[src/rtl/ufd_pkg.sv]
`default_nettype none
// ----------------------------------------------------------------------------
// ufd_pkg: shared types and constants of the ultrasonic frame decoder
// Byte codes, field widths and the result record passed between stages.
// ----------------------------------------------------------------------------
package ufd_pkg;

   // field widths
   localparam int ByteWidth = 8;
   localparam int DistWidth = 14;
   localparam int MinWidth  = 16;
   localparam int RawWidth  = 16;

   // frame byte codes
   localparam logic [ByteWidth-1:0] FrameHeader = 8'hFF;
   localparam logic [ByteWidth-1:0] ZeroByte    = 8'h00;

   // reset value of the minimum distance register
   localparam logic [MinWidth-1:0] MinDistanceReset = 16'd30;

   // raw / 10 as (raw * 0xCCCD) >> 19, exact for every 16-bit raw value
   localparam int                  RecipWidth = 17;
   localparam logic [RecipWidth-1:0] RecipTen = 17'd52429;
   localparam int                  RecipShift = 19;
   localparam int                  ProdWidth  = RawWidth + RecipWidth;

   // distance codes
   localparam logic signed [DistWidth-1:0] DistBlocked = -14'sd1;
   localparam logic signed [DistWidth-1:0] DistZero    = 14'sd0;

   // frame position after the header
   typedef enum logic [1:0] {
      POS_START = 2'd0,
      POS_HIGH  = 2'd1,
      POS_LOW   = 2'd2,
      POS_SUM   = 2'd3
   } pos_type;

   // one result item
   typedef struct packed {
      logic signed [DistWidth-1:0] distance_cm;
      logic                        checksum_error;
   } result_type;

endpackage
`default_nettype wire

[src/rtl/ufd_frame_core.sv]
`default_nettype none
// ----------------------------------------------------------------------------
// ufd_frame_core: frame state and byte decode
// Holds the frame bytes and the held distance; decodes one byte per step
// and presents the result of that byte combinationally.
// ----------------------------------------------------------------------------
module ufd_frame_core (
   input  wire                                clock,
   input  wire                                reset,
   input  wire                                step_en,
   input  wire [ufd_pkg::ByteWidth-1:0]       rx_byte,
   input  wire [ufd_pkg::MinWidth-1:0]        min_distance_mm,
   output ufd_pkg::result_type                result
);

   ufd_pkg::pos_type                         pos_ff, pos_in;
   logic [ufd_pkg::ByteWidth-1:0]            header_ff, header_in;
   logic [ufd_pkg::ByteWidth-1:0]            high_ff, high_in;
   logic [ufd_pkg::ByteWidth-1:0]            low_ff, low_in;
   logic signed [ufd_pkg::DistWidth-1:0]     held_ff, held_in;
   logic                                     err;
   logic [ufd_pkg::ByteWidth-1:0]            sum;
   logic [ufd_pkg::RawWidth-1:0]             raw;
   logic [ufd_pkg::ProdWidth-1:0]            prod;
   logic [ufd_pkg::DistWidth-1:0]            quot;

   // checksum and scaled distance of the stored frame
   assign sum  = header_ff + high_ff + low_ff;
   assign raw  = {high_ff, low_ff};
   assign prod = ufd_pkg::ProdWidth'(raw) * ufd_pkg::ProdWidth'(ufd_pkg::RecipTen);
   assign quot = prod[ufd_pkg::RecipShift +: ufd_pkg::DistWidth];

   // next state for the byte at hand
   always_comb begin
      pos_in    = pos_ff;
      header_in = header_ff;
      high_in   = high_ff;
      low_in    = low_ff;
      held_in   = held_ff;
      err       = 1'b0;
      if (rx_byte == ufd_pkg::FrameHeader) begin
         header_in = ufd_pkg::FrameHeader;
         pos_in    = ufd_pkg::POS_START;
      end else begin
         case (pos_ff)
            ufd_pkg::POS_START: begin
               high_in = rx_byte;
               pos_in  = ufd_pkg::POS_HIGH;
            end
            ufd_pkg::POS_HIGH: begin
               low_in = rx_byte;
               if (rx_byte == ufd_pkg::ZeroByte) begin
                  // blocked or out of range: restart the frame
                  held_in = ufd_pkg::DistBlocked;
                  pos_in  = ufd_pkg::POS_START;
               end else begin
                  pos_in = ufd_pkg::POS_LOW;
               end
            end
            ufd_pkg::POS_LOW: begin
               if (rx_byte == sum) begin
                  if (raw > min_distance_mm) begin
                     held_in = $signed(quot);
                  end else begin
                     held_in = ufd_pkg::DistZero;
                  end
               end else begin
                  err = 1'b1;
               end
               pos_in    = ufd_pkg::POS_START;
               header_in = ufd_pkg::ZeroByte;
               high_in   = ufd_pkg::ZeroByte;
               low_in    = ufd_pkg::ZeroByte;
            end
            default: begin
               pos_in = ufd_pkg::POS_START;
            end
         endcase
      end
   end

   assign result.distance_cm    = held_in;
   assign result.checksum_error = err;

   // frame state registers
   always_ff @(posedge clock) begin
      if (reset) begin
         pos_ff    <= ufd_pkg::POS_START;
         header_ff <= ufd_pkg::ZeroByte;
         high_ff   <= ufd_pkg::ZeroByte;
         low_ff    <= ufd_pkg::ZeroByte;
         held_ff   <= ufd_pkg::DistZero;
      end else if (step_en) begin
         pos_ff    <= pos_in;
         header_ff <= header_in;
         high_ff   <= high_in;
         low_ff    <= low_in;
         held_ff   <= held_in;
      end
   end

endmodule
`default_nettype wire

[src/rtl/ufd_result_reg.sv]
`default_nettype none
// ----------------------------------------------------------------------------
// ufd_result_reg: result register of the decoder
// Holds one result until the receiver takes it; reports when it can load.
// ----------------------------------------------------------------------------
module ufd_result_reg (
   input  wire                  clock,
   input  wire                  reset,
   input  wire                  load,
   input  wire ufd_pkg::result_type result_in,
   output logic                 can_load,
   output logic                 rsp_valid,
   input  wire                  rsp_ready,
   output ufd_pkg::result_type  result_out
);

   logic                 valid_ff, valid_in;
   ufd_pkg::result_type  data_ff;

   // free when empty or being emptied this cycle
   assign can_load = !valid_ff || rsp_ready;
   assign valid_in = load || (valid_ff && !rsp_ready);

   always_ff @(posedge clock) begin
      if (reset) begin
         valid_ff <= 1'b0;
      end else begin
         valid_ff <= valid_in;
      end
   end

   // payload needs no reset
   always_ff @(posedge clock) begin
      if (load) begin
         data_ff <= result_in;
      end
   end

   assign rsp_valid  = valid_ff;
   assign result_out = data_ff;

endmodule
`default_nettype wire

[src/rtl/ultrasonic_frame_decoder.sv]
`default_nettype none
// ----------------------------------------------------------------------------
// ultrasonic_frame_decoder: serial frame decoder of an ultrasonic sensor
// Each received byte on the req_ channel gives one result on the rsp_
// channel: the held distance in cm and a checksum error flag.
//
// Channels: req_valid/req_ready carry req_rx_byte; rsp_valid/rsp_ready carry
// rsp_distance_cm and rsp_checksum_error. csr_we/csr_wdata write the
// minimum distance in mm (reset 30); write it only while no transaction is
// in flight.
// Path: an accepted byte passes the input register, then the frame decode
// and the result register. Throughput: one byte per cycle unless rsp_ready
// stalls, set by the combinational frame decode between the two registers.
// Reset: synchronous; clears both registers' valid bits and the frame state,
// held distance becomes 0.
// Stall: a result waiting on rsp_ready keeps the input register full; new
// bytes are refused once both are full, and nothing is dropped.
// ----------------------------------------------------------------------------
module ultrasonic_frame_decoder (
   input  wire                                  clock,
   input  wire                                  reset,
   input  wire                                  req_valid,
   output logic                                 req_ready,
   input  wire  [ufd_pkg::ByteWidth-1:0]        req_rx_byte,
   output logic                                 rsp_valid,
   input  wire                                  rsp_ready,
   output logic signed [ufd_pkg::DistWidth-1:0] rsp_distance_cm,
   output logic                                 rsp_checksum_error,
   input  wire                                  csr_we,
   input  wire  [ufd_pkg::MinWidth-1:0]         csr_wdata
);

   logic                           in_valid_ff, in_valid_in;
   logic [ufd_pkg::ByteWidth-1:0]  in_byte_ff;
   logic [ufd_pkg::MinWidth-1:0]   min_dist_ff;
   logic                           out_free;
   logic                           step_fire;
   logic                           req_fire;
   ufd_pkg::result_type            step_result;
   ufd_pkg::result_type            rsp_result;

   // configuration register
   always_ff @(posedge clock) begin
      if (reset) begin
         min_dist_ff <= ufd_pkg::MinDistanceReset;
      end else if (csr_we) begin
         min_dist_ff <= csr_wdata;
      end
   end

   // input register handshake
   assign step_fire   = in_valid_ff && out_free;
   assign req_ready   = !in_valid_ff || step_fire;
   assign req_fire    = req_valid && req_ready;
   assign in_valid_in = req_fire || (in_valid_ff && !step_fire);

   always_ff @(posedge clock) begin
      if (reset) begin
         in_valid_ff <= 1'b0;
      end else begin
         in_valid_ff <= in_valid_in;
      end
   end

   always_ff @(posedge clock) begin
      if (req_fire) begin
         in_byte_ff <= req_rx_byte;
      end
   end

   // frame decode
   ufd_frame_core u_core (
      .clock           (clock),
      .reset           (reset),
      .step_en         (step_fire),
      .rx_byte         (in_byte_ff),
      .min_distance_mm (min_dist_ff),
      .result          (step_result)
   );

   // result register
   ufd_result_reg u_result (
      .clock      (clock),
      .reset      (reset),
      .load       (step_fire),
      .result_in  (step_result),
      .can_load   (out_free),
      .rsp_valid  (rsp_valid),
      .rsp_ready  (rsp_ready),
      .result_out (rsp_result)
   );

   assign rsp_distance_cm    = rsp_result.distance_cm;
   assign rsp_checksum_error = rsp_result.checksum_error;

`ifndef SYNTHESIS
   // a decoded byte always shows up as a result in the next cycle
   a_step_gives_result: assert property (@(posedge clock) disable iff (reset)
      step_fire |=> rsp_valid)
      else $error("decoded byte produced no result");

   // a byte held back by a stalled result stays in the input register
   a_input_held: assert property (@(posedge clock) disable iff (reset)
      in_valid_ff && !out_free |=> in_valid_ff && $stable(in_byte_ff))
      else $error("input byte lost during stall");

   // an accepted byte always lands in the input register
   a_accept_loads: assert property (@(posedge clock) disable iff (reset)
      req_fire |=> in_valid_ff && (in_byte_ff == $past(req_rx_byte)))
      else $error("accepted byte not captured");

   // nothing is in flight right after reset
   a_reset_empty: assert property (@(posedge clock)
      reset |=> !rsp_valid && !in_valid_ff)
      else $error("valid state survived reset");
`endif

endmodule
`default_nettype wire
[config.mk]
export PLATFORM = sky130hd
export DESIGN_NAME = ultrasonic_frame_decoder
export DESIGN_NICKNAME = d
export VERILOG_FILES = /design/src/rtl/ufd_pkg.sv /design/src/rtl/ufd_frame_core.sv /design/src/rtl/ufd_result_reg.sv /design/src/rtl/ultrasonic_frame_decoder.sv
export SDC_FILE = /design/constraint.sdc
export NUM_CORES = 1
export LEC_CHECK = 0
export ABC_AREA = 1
export BUFFER_PORTS_ARGS = -buffer_cell sky130_fd_sc_hd__clkbuf_2
export CAP_MARGIN = 10
export CORE_MARGIN = 2
export CORE_UTILIZATION = 60
export CTS_CLUSTER_DIAMETER = 120
export DETAILED_ROUTE_END_ITERATION = 10
export PLACE_DENSITY = 0.84
export SYNTH_ARGS = -nofsm -noshare
export SYNTH_HDL_FRONTEND = slang
export SYNTH_HIERARCHICAL = 1
export SYNTH_SLANG_ARGS = --single-unit
[constraint.sdc]
create_clock -name clock -period 7.05 [get_ports clock]
set_input_delay 0.3525 -clock clock [delete_from_list [all_inputs] [get_ports clock]]
set_output_delay 0.3525 -clock clock [all_outputs]
set_load 0.05 [all_outputs]
Word level (Yosys, flattened, before mapping)
Cells that the tools add are included.

word-level totals
  output and inout port bits = 17
  register bits after elaboration = 81
  input port bits = 29

operators by class
  add/sub/neg operators = 2
  reductions and logical operators = 21
  bitwise gates (word level) = 2
  multiply operators = 1
  mux-type cells = 13
  equality and inequality tests = 4
  order comparisons = 1

operator list
  kind                    count
  $mux 14                 3
  $mul 16x16->32 const B  1
  $pmux 8 s2              2
  $pmux 14 s2             1
  $add 8x8->8             2
  $gt 16x16->1            1
  $mux 8                  2
  $mux 13                 1
  $eq 8x8->1              1
  $eq 8x8->1 const B      1
  $logic_not 8->1         1
  $reduce_and 3->1        2
  $reduce_bool 2->1       3
  $logic_and 1x1->1       4
  $logic_not 1->1         4
  $logic_or 1x1->1        4
  $mux 2                  2
  $pmux 2 s2              1
  $eq 2x1->1 const B      1
  $eq 2x2->1 const B      1
  $logic_not 2->1         1
  $not 1->1               2
  $reduce_and 2->1        1
  $reduce_or 2->1         1
  $mux 1                  1

Depth between registers and ports, before layout
Gate-level depths: netlist of run 1.

  depth after elaboration = 6
  gate-level depth with buffers = 28
  depth with buffers taken out = 28

Modules after synthesis
The synthesis of run 1 kept the hierarchy.

by module, submodules not included
  module                    times used  cells an instance  area an instance (um2)
  ufd_frame_core            1           1115               8032.7
  ultrasonic_frame_decoder  1           85                 843.3
  ufd_result_reg            1           20                 493.0

Worst setup path after synthesis of run 1
Ideal clock, no wire load.

  kind = register to register
  from = register u_core/low_ff[5] (netlist bit)
  to = register u_result.data_ff, in the netlist u_result/result_out[8], data pin
  stages on the path, launching flop included = 23
  arrival time = 4876 ps
  period minus slack after synthesis = 5140 ps
  setup slack = 1910 ps
  buffers on the path = 0
  setup time = 264 ps
  cell sequence = dfxtp_1 > ha_1 > xor2_1 > ha_1 > fa_1 > inv_1 > fa_1 > inv_1 > fa_1 > inv_1 > fa_1 > inv_1 > ha_1 > nand2_1 > nor2_1 > nand4_1 > or2_2 > nand3_1 > nand2_1 > nand3_1 > nand2_1 > nand2_1 > a22oi_1

RTL lines
  element                 RTL line              text
  start, declared         ufd_frame_core.sv:19  logic [ufd_pkg::ByteWidth-1:0] low_ff, low_in;
  start signal, assigned  ufd_frame_core.sv:91  low_ff <= ufd_pkg::ZeroByte;
  start signal, assigned  ufd_frame_core.sv:97  low_ff <= low_in;
  end signal, assigned    ufd_result_reg.sv:35  data_ff <= result_in;
  end, declared           ufd_result_reg.sv:18  ufd_pkg::result_type data_ff;

==> impl_metrics.json, run 1 <==
{
  "clkTransAtPathRegs_ns": 0.06,
  "synth.net_count": 1491,
  "cts_resized": 0,
  "seqPwrFrac": 0.273,
  "p_total_mw": 1.818,
  "ys_warn_count": 6,
  "tightest_slew_ns": 0.9940,
  "fin_crit_sh": 0.8284,
  "synth_most_common_cell": "inv_1",
  "timing.fmax_ghz": 0.1712,
  "path_max_fanout": 9,
  "drtPass1Iterations": 5,
  "antenna_left": 0,
  "synth-async-reset-ratio": 0,
  "yosys-top-cells-count": "inv_1 (306), nand2_1 (196), ha_1 (155)",
  "fin_skew_ns": 0.005308,
  "clock-sinks": 74,
  "fin_setup_tns_ns": 0,
  "use_met2": 0.5170,
  "period_minus_slack_ns": 5.840,
  "yosys.area.top_type_share": 0.2070,
  "use_met3": 0.05073,
  "place_ws_ns": 1.311,
  "status": "finished, final reports clean",
  "die_h_um": 129.0,
  "antenna_found_initial": 0,
  "synthCells": 1220,
  "end_kind": "register",
  "drv_slew": 0,
  "grt_use_total": 0.3083,
  "syn_area_per_cell_um2": 7.679,
  "fill_cells": 1240,
  "p_per_area_mw_per_mm2": 180.2,
  "wire_per_inst_um": 16.15,
  "cp.arrival_ns": 5.93,
  "drc": 0,
  "dp_hpwl_um": 19730,
  "p_sw_frac": 0.4220,
  "synth.top_cells.by_area": "ha_1 (21%), fa_1 (19%), inv_1 (12%)",
  "utilization": 0.6612,
  "synth_cell_type_count": 40,
  "leakage_nw": 5.713,
  "clkPwrFrac": 0.250,
  "p_int_mw": 1.051,
  "final_area_mm2": 0.01009,
  "cts_made_buffers": 9,
  "fin_cells": 1480,
  "start_util": 0.6140,
  "peakVddDrop_mv": 0.1973,
  "busiest_layer": "met2",
  "cts.htree.levels": 3,
  "final_nets": 1535,
  "synth_ff_type": "dfxtp_1",
  "combPwrFrac": 0.477,
  "critPathKind": "register to register",
  "yosysTopAreaCell": "ha_1",
  "grt_overflow": 0,
  "grt.met1_usage": 0.4101,
  "area_growth_pct": 7.679,
  "grt_first_pass_wirelength_um": 39860,
  "synth_seq_area_share": 0.1827,
  "dp_cells": 1464,
  "core_mm2": 0.01526,
  "cp_data_required_time_ns": 7.14,
  "clk_latency_ns": 0.33,
  "die_w_um": 129.0,
  "finalHoldWorstSlack_ns": 0.1909,
  "cts_tree": "built",
  "diodes": 0,
  "gp_congestion": 1.037,
  "min_path_type": "input port to register",
  "postLayoutSetupSlackWorst_ns": 1.210,
  "viasPerCell": 5.485,
  "relSlewSlack": 0.3329,
  "cts_setup_buffers": 0,
  "grt_max_degree": 33,
  "drtIter0Drc": 872,
  "max_cap_viol_count": 0,
  "start_kind": "register",
  "p_sw_mw": 0.7672,
  "netlist_area_mm2": 0.009369,
  "fp-row-count": 45,
  "die-area_mm2": 0.01663,
  "rsz0062_at_grt": "no",
  "finalHoldViolCount": 0,
  "ys_seq_elements": 74,
  "synth_edf_count": 23,
  "setup_viol": 0,
  "drive_gt1_frac": 0.06147,
  "ioPinCount": 46,
  "postPlaceCellArea_mm2": 0.009793,
  "io_buffers": 45,
  "first_global_vias": 8209,
  "cts.hold.buffers_added": 0,
  "num_vias": 8118,
  "cts-root-buf": "clkbuf_16",
  "cts.path.max_buffers": 2,
  "drt-total-wl_um": 23910
}
cell type report:
cell class / count / area (um^2) / area share
tap: 211 / 264.0 / 0.02617
multi-input combinational: 821 / 6410 / 0.6354
sequential: 74 / 1712 / 0.1697
timing repair buffer: 47 / 240.2 / 0.02381
clock inverter: 6 / 56.30 / 0.005581
clock buffer: 10 / 239.0 / 0.02369
inverter: 311 / 1167 / 0.1157
layout by cell type (no fill, tap or decap), drive strengths merged, types with 51 or more instances in the layout:
cell type	synthesis	layout
dfxtp	51	51
nor2	120	120
clkbuf	7	55
ha	155	155
a21oi	67	67
nand3	54	54
nand2	200	200
o21ai	62	62
inv	311	311
fa	87	87
power by group through the flow:
stage	clock (mW)	combinational, mW	sequential [mW]
after floorplan	0	0.613	0.513
after global placement	0	0.830	0.502
after detailed placement	0	0.848	0.503
after CTS	0.456	0.862	0.494
after global routing	0.473	0.993	0.498
final	0.454	0.868	0.496
cells by family (layout without fill, tap and decap cells):
| family | Yosys count | after routing | share of synthesized area |
|---|---|---|---|
| buf+inv | 325 | 374 | 0.1331 |
| xor+xnor | 14 | 14 | 0.01309 |
| flops | 74 | 74 | 0.1827 |
| simple gates | 409 | 409 | 0.1871 |
| compound gates | 156 | 156 | 0.09108 |
| fa+ha+maj | 242 | 242 | 0.3929 |
flip-flops by register name, summed over array words and instances (netlist names):
signal / count
min_dist_ff: 16
u_result/result_out: 15
u_core/held_ff: 14
in_byte_ff: 8
u_core/high_ff: 8
u_core/low_ff: 8
u_core/pos_ff: 2
in_valid_ff: 1
u_core/header_ff: 1
u_result/rsp_valid: 1
worst paths after layout:
kind                                  startpoint                 endpoint  cells after the start  slack, ns
worst max-delay path            u_core/low_ff[4]  u_result/result_out[10]                     23       1.21
worst min-delay path              req_rx_byte[5]            in_byte_ff[5]                      1       0.19
worst min register to register    min_dist_ff[1]           min_dist_ff[1]                      2       0.47
worst max register to register  u_core/low_ff[4]  u_result/result_out[10]                     23       1.21
worst max-delay path: stages (launching register included):
cell	delay (ns)
dfxtp_1	0.60
ha_1	0.38
xor2_1	0.19
ha_1	0.32
fa_1	0.55
inv_1	0.06
fa_1	0.52
inv_1	0.05
fa_1	0.53
inv_1	0.06
fa_1	0.53
inv_1	0.04
ha_1	0.38
a21oi_1	0.23
o21ai_0	0.15
a21oi_1	0.28
nor2_1	0.07
nor2_1	0.09
nand2_1	0.10
xor2_1	0.16
nand2_1	0.09
nand3_1	0.07
o21ai_0	0.09
inv_1	0.05
routing by layer:
| metal | up-vias | part of all wire |
|---|---|---|
| met3 | 57 | 0.081 |
| met5 | - | 0 |
| met4 | 0 | 0.028 |
| met1 | 3790 | 0.42 |
| li1 | 3907 | - |
| met2 | 364 | 0.47 |
Power figures use the tool's default switching activity.
==> inputs of run 2 (changes only) <==
- CORE_UTILIZATION: 60 -> 58
- PLACE_DENSITY: 0.84 -> 0.85
- clock period: 7.05 -> 5.3 ns (I/O delays scaled with it)
==> run 2 against run 1 <==
Net effect:
- sequential cell count is the same
- core utilization increased by 3.5 points
- sequential power increased by 31%
- hold slack worse by 0.087 ns
- final area increased by 9.2%
- global-route usage rose by 0.96 points
- register-to-register slack worse by 1.1 ns
- die area increased by 3.3%
- worst setup slack worse by 1.1 ns
- clock skew shrank 0.0011 ns
- sequential share of layout area shrank 1.1 points
==> impl_metrics.json, run 2 (synthesis results as in run 1) <==
{
  "status": "finished, final reports clean",
  "grt_max_degree": 33,
  "die-area_mm2": 0.01719,
  "final_nets": 1587,
  "num_vias": 8542,
  "drc": 0,
  "first_global_vias": 8573,
  "area_growth_pct": 17.53,
  "fin_crit_sh": 0.9873,
  "timing.fmax_ghz": 0.1911,
  "fill_cells": 1195,
  "die_h_um": 131.1,
  "path_max_fanout": 4,
  "postPlaceCellArea_mm2": 0.01016,
  "peakVddDrop_mv": 0.2116,
  "antenna_found_initial": 0,
  "cts.hold.buffers_added": 0,
  "cp.arrival_ns": 5.40,
  "dp_hpwl_um": 20820,
  "cp_data_required_time_ns": 5.47,
  "relSlewSlack": 0.2201,
  "min_path_type": "input port to register",
  "core_mm2": 0.01583,
  "clock-sinks": 74,
  "start_util": 0.5919,
  "finalHoldViolCount": 0,
  "viasPerCell": 5.558,
  "final_area_mm2": 0.01101,
  "antenna_left": 0,
  "drtIter0Drc": 919,
  "diodes": 0,
  "grt_first_pass_wirelength_um": 41900,
  "start_kind": "register",
  "setup_viol": 0,
  "fp-row-count": 46,
  "leakage_nw": 6.016,
  "mostFrequentLayoutCells": "inv_1 (304), nand2_1 (184), ha_1 (135), nor2_1 (102), fa_1 (86)",
  "die_w_um": 131.1,
  "rsz0062_at_grt": "yes",
  "drt-total-wl_um": 26480,
  "cts_made_buffers": 9,
  "p_total_mw": 2.845,
  "end_kind": "register",
  "drive_gt1_frac": 0.1665,
  "period_minus_slack_ns": 5.233,
  "io_buffers": 45,
  "critPathKind": "register to register",
  "ioPinCount": 46,
  "largest_register_ff_count": 16,
  "cts-root-buf": "clkbuf_16",
  "grt_use_total": 0.3179,
  "drv_slew": 0,
  "max_cap_viol_count": 0,
  "top_register": "min_dist_ff",
  "fin_skew_ns": 0.004213,
  "p_per_area_mw_per_mm2": 258.3,
  "cts.htree.levels": 3,
  "cts.path.max_buffers": 2,
  "drtPass1Iterations": 6,
  "clk_latency_ns": 0.33,
  "cts_tree": "built",
  "clkTransAtPathRegs_ns": 0.06,
  "tightest_slew_ns": 1.162,
  "grt_overflow": 0,
  "final_common_cell": "inv_1",
  "wire_per_inst_um": 17.23,
  "gp_congestion": 1.002
}
run 2: changes by cell type in the layout (fill, tap and decap cells not counted), moves of 12 or more:
cell,before,now
a21oi_2,1,14
nand2_1,196,184
a21oi_1,66,51
ha_4,0,17
dfxtp_1,51,38
ha_1,155,135
nor2_1,117,102
buf_4,2,53
run 2: per-stage QoR:
stage / utilization / setup TNS, ns / std cells / hold slack [ns] / setup WS, ns
finish: 0.6957 / 0 / 1537 / 0.1042 / 0.06731
global route: 0.6957 / -0.3254 / 1537 / 0.09739 / -0.05773
CTS: 0.6670 / -0.008521 / 1534 / 0.09799 / -0.006064
detailed placement: 0.6419 / -0.5343 / 1517 / 0.4436 / -0.1795
global placement: 0.6419 / -0.09025 / 1517 / 0.4400 / -0.04492
floorplan: - / 0 / 1220 / 0.3274 / 0.1596
run 2: worst paths after layout:
check | slack [ns] | startpoint | endpoint | cells past startpoint
setup / recovery | 0.07 | u_core/low_ff[7] | u_result/result_out[13] | 20
setup reg to reg | 0.07 | u_core/low_ff[7] | u_result/result_out[13] | 20
hold / removal | 0.10 | req_rx_byte[1] | in_byte_ff[1] | 1
hold reg to reg | 0.46 | min_dist_ff[2] | min_dist_ff[2] | 2
run 2: per-layer routing:
layer	up-vias	wire length (um)	part of all wire	track usage
met5	-	0	0	0
met2	427	12550	0.47	0.5361
li1	4013	-	-	-
met3	80	2042	0.077	0.04383
met1	4022	10970	0.41	0.4259
met4	0	921	0.035	0.1014
run 2: layout make-up:
type	count	area, um^2	area share
Clock buffer	12	277.8	0.02522
Clock inverter	4	32.53	0.002954
Inverter	311	1167	0.1060
Multi-Input combinational cell	821	6880	0.6248
Sequential cell	74	1745	0.1585
Tap cell	216	270.3	0.02454
Timing Repair Buffer	99	638.1	0.05795
run 2: power breakdown:
| group | internal [mW] | switching, mW | total [mW] |
|---|---|---|---|
| registers | 0.620 | 0.0284 | 0.649 |
| clock network | 0.373 | 0.243 | 0.616 |
| logic | 0.609 | 0.971 | 1.58 |
| total | 1.60 | 1.24 | 2.84 |
run 2: what timing repair did:
item / 4_1_cts / 5_1_grt
pin swaps: 11 / 32
resized for setup: 21 / 104
buffers inserted: 1 / 3
setup endpoints to repair: 15 / 26
cloned: 0 / 0
run 2: critical path, stage by stage, from the launching register on:
cell	delay, ns
dfxtp_4	0.37
ha_4	0.27
inv_1	0.06
fa_1	0.53
inv_1	0.05
fa_1	0.48
fa_1	0.53
fa_1	0.50
inv_1	0.06
fa_1	0.54
inv_1	0.06
ha_4	0.32
nand2_4	0.08
nor2_4	0.10
inv_2	0.06
nor3_4	0.19
nand3b_1	0.21
nand3b_1	0.15
nand4_1	0.13
and2_4	0.24
a21oi_2	0.14
